--- src/rtl/cfe_pkg.sv ---
`timescale 1ns / 1ps
// Shared types and constants for the compact field encoder.
// No dependencies.
package cfe_pkg;

   // Field kinds carried on the request channel
   typedef enum logic [1:0] {
      MODE_COUNT    = 2'd0,
      MODE_UNSIGNED = 2'd1,
      MODE_SIGNED   = 2'd2,
      MODE_TEXT     = 2'd3
   } mode_type;

   localparam int MODE_W   = 2;
   localparam int VALUE_W  = 32;
   localparam int BYTE_W   = 8;
   // Text header carries the length in six bits
   localparam int LEN_W    = 6;
   localparam int SIZE_W   = 3;

   localparam int MAX_TEXT_BYTES_DEF = 63;

   localparam logic [BYTE_W-1:0] HDR_LAST   = 8'h80;
   localparam logic [BYTE_W-1:0] HDR_TEXT   = 8'h40;
   localparam logic [BYTE_W-1:0] HDR_SIGNED = 8'h20;
   localparam logic [BYTE_W-1:0] COUNT_MAX  = 8'hFF;

endpackage

--- src/rtl/cfe_ram.sv ---
`timescale 1ns / 1ps
// Generic single-write, single-read RAM with a registered read port.
// No dependencies.
module cfe_ram #(
   parameter int WIDTH  = 8,
   parameter int DEPTH  = 64,
   parameter int ADDR_W = (DEPTH > 1) ? $clog2(DEPTH) : 1
) (
   input  logic              clock,
   input  logic              wr_en,
   input  logic [ADDR_W-1:0] wr_addr,
   input  logic [WIDTH-1:0]  wr_data,
   input  logic              rd_en,
   input  logic [ADDR_W-1:0] rd_addr,
   output logic [WIDTH-1:0]  rd_data
);

   logic [WIDTH-1:0] mem_ff [DEPTH];
   logic [WIDTH-1:0] rd_data_ff;

   always_ff @(posedge clock) begin
      if (wr_en) begin
         mem_ff[wr_addr] <= wr_data;
      end
      if (rd_en) begin
         rd_data_ff <= mem_ff[rd_addr];
      end
   end

   assign rd_data = rd_data_ff;

endmodule

--- src/rtl/compact_field_encoder_core.sv ---
`timescale 1ns / 1ps
// Top level of the compact field encoder: sequencer, output register, text buffer.
// Depends on cfe_pkg and cfe_ram.

// One request transaction is taken at a time and its bytes leave through a single output
// register, one byte per cycle while rsp_ready is high. A count field emits one byte, an
// integer field its header and n = 1..4 value bytes. A string byte without field_end emits
// nothing; the closing byte emits the header, then after the first text buffer read in
// ST_STR_PRIME the L kept bytes follow (only the header when L is zero). The buffer RAM's
// single read port and registered read set the drain rate. Strings keep at most
// MAX_TEXT_BYTES bytes and stop at the first NUL.
module compact_field_encoder_core #(
   parameter int MAX_TEXT_BYTES = cfe_pkg::MAX_TEXT_BYTES_DEF
) (
   input  logic                         clock,
   input  logic                         reset,
   input  logic                         req_valid,
   output logic                         req_ready,
   input  logic [cfe_pkg::MODE_W-1:0]   req_mode,
   input  logic [cfe_pkg::VALUE_W-1:0]  req_value,
   input  logic                         req_field_end,
   input  logic                         req_last_field,
   output logic                         rsp_valid,
   input  logic                         rsp_ready,
   output logic [cfe_pkg::BYTE_W-1:0]   rsp_out_byte,
   output logic                         rsp_run_last
);
   import cfe_pkg::*;

   localparam int ADDR_W = (MAX_TEXT_BYTES > 1) ? $clog2(MAX_TEXT_BYTES) : 1;

   typedef enum logic [1:0] {
      ST_IDLE,
      ST_INT,
      ST_STR_PRIME,
      ST_STR
   } state_type;

   state_type           state_ff, state_in;
   logic                rsp_valid_ff, rsp_valid_in;
   logic [BYTE_W-1:0]   rsp_byte_ff, rsp_byte_in;
   logic                rsp_last_ff, rsp_last_in;
   logic [VALUE_W-1:0]  value_ff, value_in;
   logic [SIZE_W-1:0]   rem_ff, rem_in;
   logic [LEN_W-1:0]    text_length_ff, text_length_in;
   logic                nul_seen_ff, nul_seen_in;
   logic [LEN_W-1:0]    str_len_ff, str_len_in;
   logic [LEN_W-1:0]    idx_ff, idx_in;

   logic                out_free;
   logic                accept;
   logic [BYTE_W-1:0]   text_byte;
   logic                keep;
   logic [LEN_W-1:0]    new_len;
   logic [SIZE_W-1:0]   usize;
   logic [SIZE_W-1:0]   ssize;
   logic                wr_en;
   logic                rd_en;
   logic [ADDR_W-1:0]   rd_addr;
   logic [BYTE_W-1:0]   rd_data;
   logic [LEN_W-1:0]    idx_next;

   assign out_free  = !rsp_valid_ff || rsp_ready;
   assign req_ready = (state_ff == ST_IDLE) && out_free;
   assign accept    = req_valid && req_ready;

   assign text_byte = req_value[BYTE_W-1:0];
   assign keep      = !nul_seen_ff && (text_byte != '0)
                      && (text_length_ff < LEN_W'(MAX_TEXT_BYTES));
   assign new_len   = text_length_ff + LEN_W'(keep);
   assign wr_en     = accept && (mode_type'(req_mode) == MODE_TEXT) && keep;
   assign idx_next  = idx_ff + LEN_W'(1);

   // Minimal byte counts for the integer forms
   always_comb begin
      if (req_value[31:24] != '0)      usize = SIZE_W'(4);
      else if (req_value[23:16] != '0) usize = SIZE_W'(3);
      else if (req_value[15:8] != '0)  usize = SIZE_W'(2);
      else                             usize = SIZE_W'(1);

      // two's complement fits when all bits above the kept sign bit match it
      if ((req_value[31:7] == '0) || (req_value[31:7] == '1))        ssize = SIZE_W'(1);
      else if ((req_value[31:15] == '0) || (req_value[31:15] == '1)) ssize = SIZE_W'(2);
      else if ((req_value[31:23] == '0) || (req_value[31:23] == '1)) ssize = SIZE_W'(3);
      else                                                           ssize = SIZE_W'(4);
   end

   always_comb begin
      state_in       = state_ff;
      rsp_valid_in   = rsp_valid_ff && !rsp_ready;
      rsp_byte_in    = rsp_byte_ff;
      rsp_last_in    = rsp_last_ff;
      value_in       = value_ff;
      rem_in         = rem_ff;
      text_length_in = text_length_ff;
      nul_seen_in    = nul_seen_ff;
      str_len_in     = str_len_ff;
      idx_in         = idx_ff;
      rd_en          = 1'b0;
      rd_addr        = idx_next[ADDR_W-1:0];

      case (state_ff)
         ST_IDLE: begin
            if (accept) begin
               case (mode_type'(req_mode))
                  MODE_COUNT: begin
                     rsp_valid_in = 1'b1;
                     rsp_byte_in  = (req_value[31:8] != '0) ? COUNT_MAX : text_byte;
                     rsp_last_in  = 1'b1;
                  end
                  MODE_UNSIGNED: begin
                     rsp_valid_in = 1'b1;
                     rsp_byte_in  = (req_last_field ? HDR_LAST : '0) | BYTE_W'(usize);
                     rsp_last_in  = 1'b0;
                     value_in     = req_value;
                     rem_in       = usize;
                     state_in     = ST_INT;
                  end
                  MODE_SIGNED: begin
                     rsp_valid_in = 1'b1;
                     rsp_byte_in  = (req_last_field ? HDR_LAST : '0) | HDR_SIGNED
                                    | BYTE_W'(ssize);
                     rsp_last_in  = 1'b0;
                     value_in     = req_value;
                     rem_in       = ssize;
                     state_in     = ST_INT;
                  end
                  MODE_TEXT: begin
                     if (text_byte == '0) begin
                        nul_seen_in = 1'b1;
                     end
                     text_length_in = new_len;
                     if (req_field_end) begin
                        rsp_valid_in   = 1'b1;
                        rsp_byte_in    = (req_last_field ? HDR_LAST : '0) | HDR_TEXT
                                         | BYTE_W'(new_len);
                        rsp_last_in    = (new_len == '0);
                        str_len_in     = new_len;
                        text_length_in = '0;
                        nul_seen_in    = 1'b0;
                        state_in       = (new_len == '0) ? ST_IDLE : ST_STR_PRIME;
                     end
                  end
                  default: begin
                  end
               endcase
            end
         end
         ST_INT: begin
            if (out_free) begin
               rsp_valid_in = 1'b1;
               case (rem_ff)
                  SIZE_W'(4): rsp_byte_in = value_ff[31:24];
                  SIZE_W'(3): rsp_byte_in = value_ff[23:16];
                  SIZE_W'(2): rsp_byte_in = value_ff[15:8];
                  default:    rsp_byte_in = value_ff[7:0];
               endcase
               rsp_last_in = (rem_ff == SIZE_W'(1));
               rem_in      = rem_ff - SIZE_W'(1);
               if (rem_ff == SIZE_W'(1)) begin
                  state_in = ST_IDLE;
               end
            end
         end
         ST_STR_PRIME: begin
            // first read issued in the cycle after the closing write lands
            rd_en    = 1'b1;
            rd_addr  = '0;
            idx_in   = '0;
            state_in = ST_STR;
         end
         ST_STR: begin
            if (out_free) begin
               rsp_valid_in = 1'b1;
               rsp_byte_in  = rd_data;
               rsp_last_in  = (idx_next == str_len_ff);
               if (idx_next == str_len_ff) begin
                  state_in = ST_IDLE;
               end else begin
                  rd_en  = 1'b1;
                  idx_in = idx_next;
               end
            end
         end
         default: begin
            state_in = ST_IDLE;
         end
      endcase
   end

   always_ff @(posedge clock) begin
      if (reset) begin
         state_ff       <= ST_IDLE;
         rsp_valid_ff   <= 1'b0;
         text_length_ff <= '0;
         nul_seen_ff    <= 1'b0;
      end else begin
         state_ff       <= state_in;
         rsp_valid_ff   <= rsp_valid_in;
         text_length_ff <= text_length_in;
         nul_seen_ff    <= nul_seen_in;
      end
      rsp_byte_ff <= rsp_byte_in;
      rsp_last_ff <= rsp_last_in;
      value_ff    <= value_in;
      rem_ff      <= rem_in;
      str_len_ff  <= str_len_in;
      idx_ff      <= idx_in;
   end

   cfe_ram #(
      .WIDTH  (BYTE_W),
      .DEPTH  (MAX_TEXT_BYTES),
      .ADDR_W (ADDR_W)
   ) u_text_ram (
      .clock   (clock),
      .wr_en   (wr_en),
      .wr_addr (text_length_ff[ADDR_W-1:0]),
      .wr_data (text_byte),
      .rd_en   (rd_en),
      .rd_addr (rd_addr),
      .rd_data (rd_data)
   );

   assign rsp_valid    = rsp_valid_ff;
   assign rsp_out_byte = rsp_byte_ff;
   assign rsp_run_last = rsp_last_ff;

`ifndef NO_ASSERTIONS
   a_len_bound: assert property (@(posedge clock) disable iff (reset)
      text_length_ff <= LEN_W'(MAX_TEXT_BYTES))
      else $error("text length beyond buffer depth");

   a_int_rem: assert property (@(posedge clock) disable iff (reset)
      state_ff == ST_INT |-> rem_ff != '0)
      else $error("integer burst with no bytes left");

   a_str_idx: assert property (@(posedge clock) disable iff (reset)
      state_ff == ST_STR |-> idx_ff < str_len_ff)
      else $error("text read past kept length");

   a_nul_no_write: assert property (@(posedge clock) disable iff (reset)
      nul_seen_ff |-> !wr_en)
      else $error("text byte stored after NUL");

   a_count_one: assert property (@(posedge clock) disable iff (reset)
      accept && (mode_type'(req_mode) == MODE_COUNT) |=> rsp_valid_ff && rsp_last_ff)
      else $error("count transaction did not give a single final byte");
`endif

endmodule
--- config.mk ---
export PLATFORM = sky130hd
export DESIGN_NAME = compact_field_encoder_core
export DESIGN_NICKNAME = d
export VERILOG_FILES = /design/src/rtl/cfe_pkg.sv /design/src/rtl/cfe_ram.sv /design/src/rtl/compact_field_encoder_core.sv
export SDC_FILE = /design/constraint.sdc
export NUM_CORES = 1
export LEC_CHECK = 0
export BUFFER_PORTS_ARGS = -buffer_cell sky130_fd_sc_hd__clkbuf_2
export CAP_MARGIN = 0
export CORE_MARGIN = 3
export CORE_UTILIZATION = 50
export CTS_BUF_LIST = sky130_fd_sc_hd__clkbuf_2 sky130_fd_sc_hd__clkbuf_4 sky130_fd_sc_hd__clkbuf_8
export DETAILED_ROUTE_END_ITERATION = 8
export PLACE_DENSITY = 0.68
export SYNTH_ARGS = -nofsm -noshare
export SYNTH_HDL_FRONTEND = slang
export SYNTH_SLANG_ARGS = --single-unit
--- constraint.sdc ---
create_clock -name clock -period 2.8 [get_ports clock]
set_clock_uncertainty 0.05 [all_clocks]
set_input_delay 0.56 -clock clock [delete_from_list [all_inputs] [get_ports clock]]
set_output_delay 0.56 -clock clock [all_outputs]
set_load 0.01 [all_outputs]
Word-level counts from Yosys, hierarchy flattened:

Memories as Yosys holds them, arrays and structs flattened. A register that Yosys moved wholly into a read port is not among the register bits.
Cells that the tools add are included.

* memories kept: 1
* bits of input ports: 40
* output and inout bits: 11
* ROM bits: 0
* flip-flop bits (word level): 66
* word-level logic and storage cells: 133
* bits in writable memories: 504
* latch bits: 0

* magnitude comparators: 1
* $add $sub $neg: 3
* eq/ne operators: 23
* multipliers: 0
* reduce and logical (&&, ||, !) cells: 41
* mux-type cells: 51
* bitwise logic cells: 3
* shifts and indexed selects: 0
* div/mod/pow operators: 0

Memories
* u_text_ram.mem_ff: words 63, bits a word 8, rd ports 1, clocked after memory_dff 1, wr ports 1, line cfe_ram.sv:18 `logic [WIDTH-1:0] mem_ff [DEPTH];`

Operators by type and width (count)
* $mux W8: 6
* $pmux W8 S3: 2
* $pmux W8 S4: 1
* $reduce_bool A8 Y1: 4
* $eq A25 B25 Y1 const B: 1
* $logic_not A25 Y1: 1
* $mux W6: 4
* $reduce_bool A24 Y1: 1
* $mux W2: 9
* $mux W3: 6
* $eq A17 B17 Y1 const B: 1
* $logic_not A17 Y1: 1
* $or A8 B3 Y8: 2
* $mux W1: 13
* $ne A2 B2 Y1 const B: 6
* $pmux W3 S2: 2
* $pmux W6 S2: 1
* $reduce_and A4 Y1: 3
* $eq A9 B9 Y1 const B: 1
* $logic_not A9 Y1: 1
* $reduce_and A3 Y1: 3
* $eq A2 B2 Y1 const B: 4
* $logic_not A8 Y1: 1
* $or A8 B6 Y8: 1
* 27 further kinds: 47

Longest topological paths before layout:

* depth in word-level cells: 10
* gate-level depth with buffers: 11
* gate-level depth less buffers: 10

By module:

A second synthesis with hierarchy kept.

* cell total of the unflattened synthesis: 1258
* area total of the unflattened synthesis: 23299.8 µm²

By module, submodules not included
* cfe_ram: times used 1, cells each 949, area an instance 19886.6 µm²
* compact_field_encoder_core: times used 1, cells each 309, area an instance 3413.3 µm²

Worst setup path after synthesis:

No wires, ideal clock.

* path type: in2reg
* start: input req_value[2] (netlist name)
* end: register state_ff[1]
* data required time: 2634 ps
* buffers on the path: 0
* arrival time: 2753 ps
* cell stages on the path: 9
* setup slack: -118 ps
* setup time: 116 ps
* cell sequence: or4_1 -> nor2_1 -> nor3_1 -> ha_1 -> ha_1 -> or4_1 -> o31ai_1 -> o21ai_0 -> and3_1

* longest elaborated chain between the ends: 10

Ends and longest elaborated chain
* start: declaration: line compact_field_encoder_core.sv:20 `input logic [cfe_pkg::VALUE_W-1:0] req_value,`
* $reduce_bool A8 Y1: line compact_field_encoder_core.sv:68 `assign keep = !nul_seen_ff && (text_byte != '0)`
* $logic_and A1 B1 Y1: line compact_field_encoder_core.sv:68
* $logic_and A1 B1 Y1: line compact_field_encoder_core.sv:69 `&& (text_length_ff < LEN_W'(MAX_TEXT_BYTES));`
* $add A6 B1 Y6: line compact_field_encoder_core.sv:70 `assign new_len = text_length_ff + LEN_W'(keep);`
* named net new_len[1]: line compact_field_encoder_core.sv:54 `logic [LEN_W-1:0] new_len;`
* $logic_not A6 Y1: line compact_field_encoder_core.sv:141 `state_in = (new_len == '0) ? ST_IDLE : ST_STR_PRIME;`
* $mux W2: line compact_field_encoder_core.sv:141
* $mux W2: line compact_field_encoder_core.sv:133 `if (req_field_end) begin`
* $pmux W2 S2: line compact_field_encoder_core.sv:105 `case (mode_type'(req_mode))`
* $mux W2: line compact_field_encoder_core.sv:104 `if (accept) begin`
* $pmux W2 S4: line compact_field_encoder_core.sv:102 `case (state_ff)`
* end signal: assignment: line compact_field_encoder_core.sv:198 `state_ff <= state_in;`
* end: declaration: line compact_field_encoder_core.sv:39 `state_type state_ff, state_in;`

The timed path passes the listed nets, and every way through them passes these cells. The select of a mux whose other input is x is not followed.
A chain may end at the register's enable or synchronous reset.

Final worst setup path:

* start: register idx_ff[1]
* end: register u_text_ram.rd_data_ff[0] (netlist: u_text_ram.rd_data[0]) (read register of u_text_ram.mem_ff), data pin

* longest elaborated chain between the ends: 5
* elaborated cells between the ends (all ways): 6

Ends and longest elaborated chain
* start: declaration: line compact_field_encoder_core.sv:48 `logic [LEN_W-1:0] idx_ff, idx_in;`
* start signal: assignment: line compact_field_encoder_core.sv:208 `idx_ff <= idx_in;`
* $add A6 B1 Y6 (*): line compact_field_encoder_core.sv:72 `assign idx_next = idx_ff + LEN_W'(1);`
* named net idx_next[1]: line compact_field_encoder_core.sv:61 `logic [LEN_W-1:0] idx_next;`
* $eq A6 B6 Y1: line compact_field_encoder_core.sv:177 `if (idx_next == str_len_ff) begin`
* $mux W1: line compact_field_encoder_core.sv:177
* $mux W1: line compact_field_encoder_core.sv:173 `if (out_free) begin`
* $pmux W1 S2: line compact_field_encoder_core.sv:102
* end: declaration: line cfe_ram.sv:19 `logic [WIDTH-1:0] rd_data_ff;`

Mark *: on every way through the listed nets, which the timed path passes. The rest lies on a longest branch.

==> impl_metrics.py <==
metrics = {
    "run_status": {
        "status": "finished with violations",
        "violations": "negative setup slack",
    },
    "detailed_routing": {
        "ant_nets": 0,
        "num_vias": 14817,
        "drcViolationCount": 0,
        "avgViaCountPerCell": 6.20,
        "post_drt_wl_per_cell_um": 25.8,
        "routed_wl_mm": 61.7,
        "drt_first_iter_violations": 2025,
        "dr.pass1.iters": 6,
    },
    "sta": {
        "slew_viol_final": 0,
        "post-route-period-util_pct": 103,
        "fin_hold_ws_ns": 0.0558,
        "setup_viol": 8,
        "slew-limit-headroom_pct": 41.2,
        "fmax_ghz": 0.346,
        "rsz0062_at_grt": "yes",
        "worst_slew_pin_slew_ns": 0.883,
        "period_minus_slack_ns": 2.89,
        "fin_setup_tns_ns": -0.417,
        "hold_viol_final": 0,
        "setup_slack_ns": -0.0914,
    },
    "setup_path": {
        "crit_path_max_fanout": 9,
        "cp.depth": 10,
        "cp_num_buf_inv": 4,
        "timing.rr.end": "u_text_ram.rd_data[0]",
        "cpLargestDelayFamily": "buffers and inverters",
        "r2r_start": "idx_ff[1]",
        "cp.arrival_ns": 3.25,
        "rr_worst_depth": 10,
        "critPathRequiredTime_ns": 3.15,
        "endpoint": "u_text_ram.rd_data[0]",
        "endpoint_kind": "flop",
        "worst-setup-path-type": "reg2reg",
        "path_common_cell": "buf_4",
        "critPathLaunchType": "flop",
        "crit_path_start": "idx_ff[1]",
        "path_cells": "ha_4, buf_4, buf_4, nand2_2, buf_4, a211oi_2, nor4_1, buf_4, a21oi_2, a221o_1",
        "crit_slowest_cell": "edfxtp_1",
        "slowest_delay_ns": 0.44,
        "r2r_slack_ns": -0.09,
    },
    "power_and_ir_drop": {
        "peakVddDrop_mv": 0.352,
        "p_total_mw": 17.5,
        "p_per_area_mw_per_mm2": 619,
        "p_leak_nw": 9.42,
    },
    "synth": {
        "postSynthAreaPerCell_sq_um": 15.9,
        "synth-seq-cells": 578,
        "synth_cells": 1487,
        "synth.area.top_cells": "edfxtp_1, mux2i_1, mux4_2",
        "async_flop_share_pct": 0,
        "synth_ff_type": "edfxtp_1",
        "ys_seq_area_share_pct": 72.8,
        "yosysTopAreaCell": "edfxtp_1",
        "syn_area_sq_mm": 0.0237,
        "syn-num-nets": 1540,
        "yosys_warnings": 0,
        "synth_top_area_share_pct": 71.9,
        "synth-edff-count": 568,
        "synth_cell_type_count": 73,
    },
    "die": {
        "row_count": 79,
        "initial_core_util_pct": 50.8,
        "dieWidth_um": 224,
        "die-area_sq_mm": 0.0501,
        "io_pins": 51,
        "coreArea_sq_mm": 0.0467,
        "die_h_um": 224,
    },
    "clocking": {
        "insertion_delay_ns": 0.66,
        "cts_inserted_buffers": 91,
        "cts-root-buf": "clkbuf_8",
        "ctsLongestPathBuffers": 3,
        "cts_sinks": 578,
        "clk_pin_slew_ns": 0.06,
        "cts_tree": "done",
        "htreeDepth": 3,
    },
    "grt": {
        "grt_use_met1_pct": 34.0,
        "grt_max_degree": 66,
        "gr-usage-met3_pct": 4.59,
        "grtUsageTotal_pct": 24.7,
        "antenna_found_initial": 3,
        "grt_remaining_overflow": 0,
        "grt_pass1_wl_mm": 92.0,
        "grtUsageMet2_pct": 39.1,
        "grt_busiest_layer": "met2",
        "grt_pass1_vias": 14733,
    },
    "worst_hold_path": {
        "hold_class": "in2reg",
    },
    "cells_and_area": {
        "fin_nets": 1769,
        "multi_input_area_sq_mm": 0.00645,
        "fin_util_pct": 60.7,
        "areaGrowthSynthToFinish_pct": 19.3,
        "seqCellArea_sq_mm": 0.0173,
        "drive_gt1_share_pct": 29.4,
        "fillers": 3466,
        "stdcell_area_sq_mm": 0.0283,
    },
    "placed_design": {
        "dpl_cell_area_sq_mm": 0.0259,
        "port_buffers": 50,
        "dp_hpwl_mm": 39.0,
        "place_congestion": 0.897,
    },
    "run": {
        "drv_cap": 0,
    },
}
[logic make-up (layout without fill, tap and decap cells)]
group	after synthesis	in the layout	synth area share (%)
AND/OR/NAND/NOR	302	302	6.29
XOR/XNOR	17	17	0.749
multiplexers	134	134	7.45
AO/OA/AOI/OAI	336	336	10.0
buffers and inverters	107	401	2.04
adder cells (fa/ha/maj)	13	13	0.686
other	0	1	0
flip-flops	578	578	72.8
[stage by stage]
| stage | instances | setup slack [ns] |
|---|---|---|
| after floorplan | 1487 | -0.00229 |
| after global placement | 2218 | -0.484 |
| after detailed placement | 2218 | -0.492 |
| after CTS | 2387 | -0.0224 |
| after global routing | 2389 | -0.128 |
| final | 2389 | -0.0914 |
[how the worst min path moves through the flow]
stage | start | end | slack [ns] | depth (start not counted)
floorplan | nul_seen_ff | nul_seen_ff | 0.44 | 2
global placement | nul_seen_ff | nul_seen_ff | 0.46 | 2
detailed placement | nul_seen_ff | nul_seen_ff | 0.48 | 2
CTS | req_value[19] | value_ff[19] | 0.007 | 1
global route | req_value[18] | value_ff[18] | 0.04 | 1
finish | req_value[13] | value_ff[13] | 0.06 | 1
[cell usage in the layout, fill, tap and decap left out, types with 17 or more instances in the layout]
| cell type | netlist | final |
|---|---|---|
| mux4_2 | 31 | 31 |
| mux2_2 | 25 | 25 |
| clkbuf_2 | 0 | 50 |
| nor2_1 | 97 | 70 |
| nand3_1 | 61 | 60 |
| buf_12 | 0 | 19 |
| nor2_2 | 1 | 25 |
| clkinv_1 | 1 | 18 |
| buf_4 | 11 | 152 |
| a21oi_1 | 80 | 77 |
| edfxtp_1 | 568 | 568 |
| a221oi_1 | 26 | 19 |
| clkbuf_4 | 0 | 32 |
| nand2_1 | 39 | 37 |
| clkbuf_8 | 0 | 95 |
| mux2i_1 | 73 | 73 |
| a22oi_1 | 20 | 17 |
| o221ai_1 | 33 | 29 |
| o21ai_0 | 54 | 46 |
| a221o_1 | 17 | 17 |
[layout make-up]
| cell class | count | share of cell area [%] |
|---|---|---|
| diodes | 1 | 0.00884 |
| clock inverters | 31 | 0.836 |
| well taps | 607 | 2.68 |
| repair buffers | 236 | 7.12 |
| inverters | 7 | 0.102 |
| clock buffers | 127 | 5.47 |
| multi-input cells | 802 | 22.8 |
| flip-flops and latches | 578 | 61.0 |
[what timing repair did]
| action | in CTS | in global routing |
|---|---|---|
| pin swaps | 13 | 9 |
| buffers inserted | 9 | 1 |
| gates resized for setup | 62 | 45 |
| cloned | 2 | 0 |
| endpoints found under the hold margin | 1 | 0 |
| hold buffers | 1 | 0 |
| endpoints found under the setup margin | 16 | 155 |
[per-layer routing]
layer	part of all wire [%]	vias up	routed length, um
li1	-	6497	-
met5	0.021	-	13
met1	41	7392	25000
met3	8.1	147	4970
met4	3.7	2	2290
met2	48	779	29300
[state kept, by name, summed over array words and instances (netlist names)]
| name | count |
|---|---|
| nul_seen_ff | 1 |
| rsp_out_byte | 8 |
| rsp_run_last | 1 |
| rem_ff | 3 |
| str_len_ff | 6 |
| idx_ff | 6 |
| u_text_ram.rd_data | 8 |
| value_ff | 32 |
| state_ff | 2 |
| u_text_ram.mem_ff | 504 |
| text_length_ff | 6 |
| rsp_valid | 1 |
[power by group]
group | switching, mW | internal [mW] | leakage, nW
Sequential | 0.0390 | 9.59 | 5.21
Combinational | 0.564 | 0.306 | 3.26
Clock | 3.12 | 3.91 | 0.949
Total | 3.73 | 13.8 | 9.42
[cells in the mapped netlist, types with 10 or more instances]
| library cell | number |
|---|---|
| mux2_2 | 25 |
| a221o_1 | 17 |
| a221oi_1 | 26 |
| nand2_1 | 39 |
| buf_2 | 26 |
| clkbuf_1 | 57 |
| a22oi_1 | 20 |
| mux4_2 | 31 |
| a21oi_1 | 80 |
| o22ai_1 | 11 |
| nor2b_1 | 16 |
| nand3_1 | 61 |
| nor3_1 | 17 |
| ha_1 | 13 |
| edfxtp_1 | 568 |
| o21ai_0 | 54 |
| nor4_1 | 13 |
| o221ai_1 | 33 |
| dfxtp_1 | 10 |
| a211oi_1 | 12 |
| a2111oi_0 | 16 |
| nand3b_1 | 14 |
| nor2_1 | 97 |
| mux2i_1 | 73 |
| buf_4 | 11 |
Power figures use the tool's default switching activity.
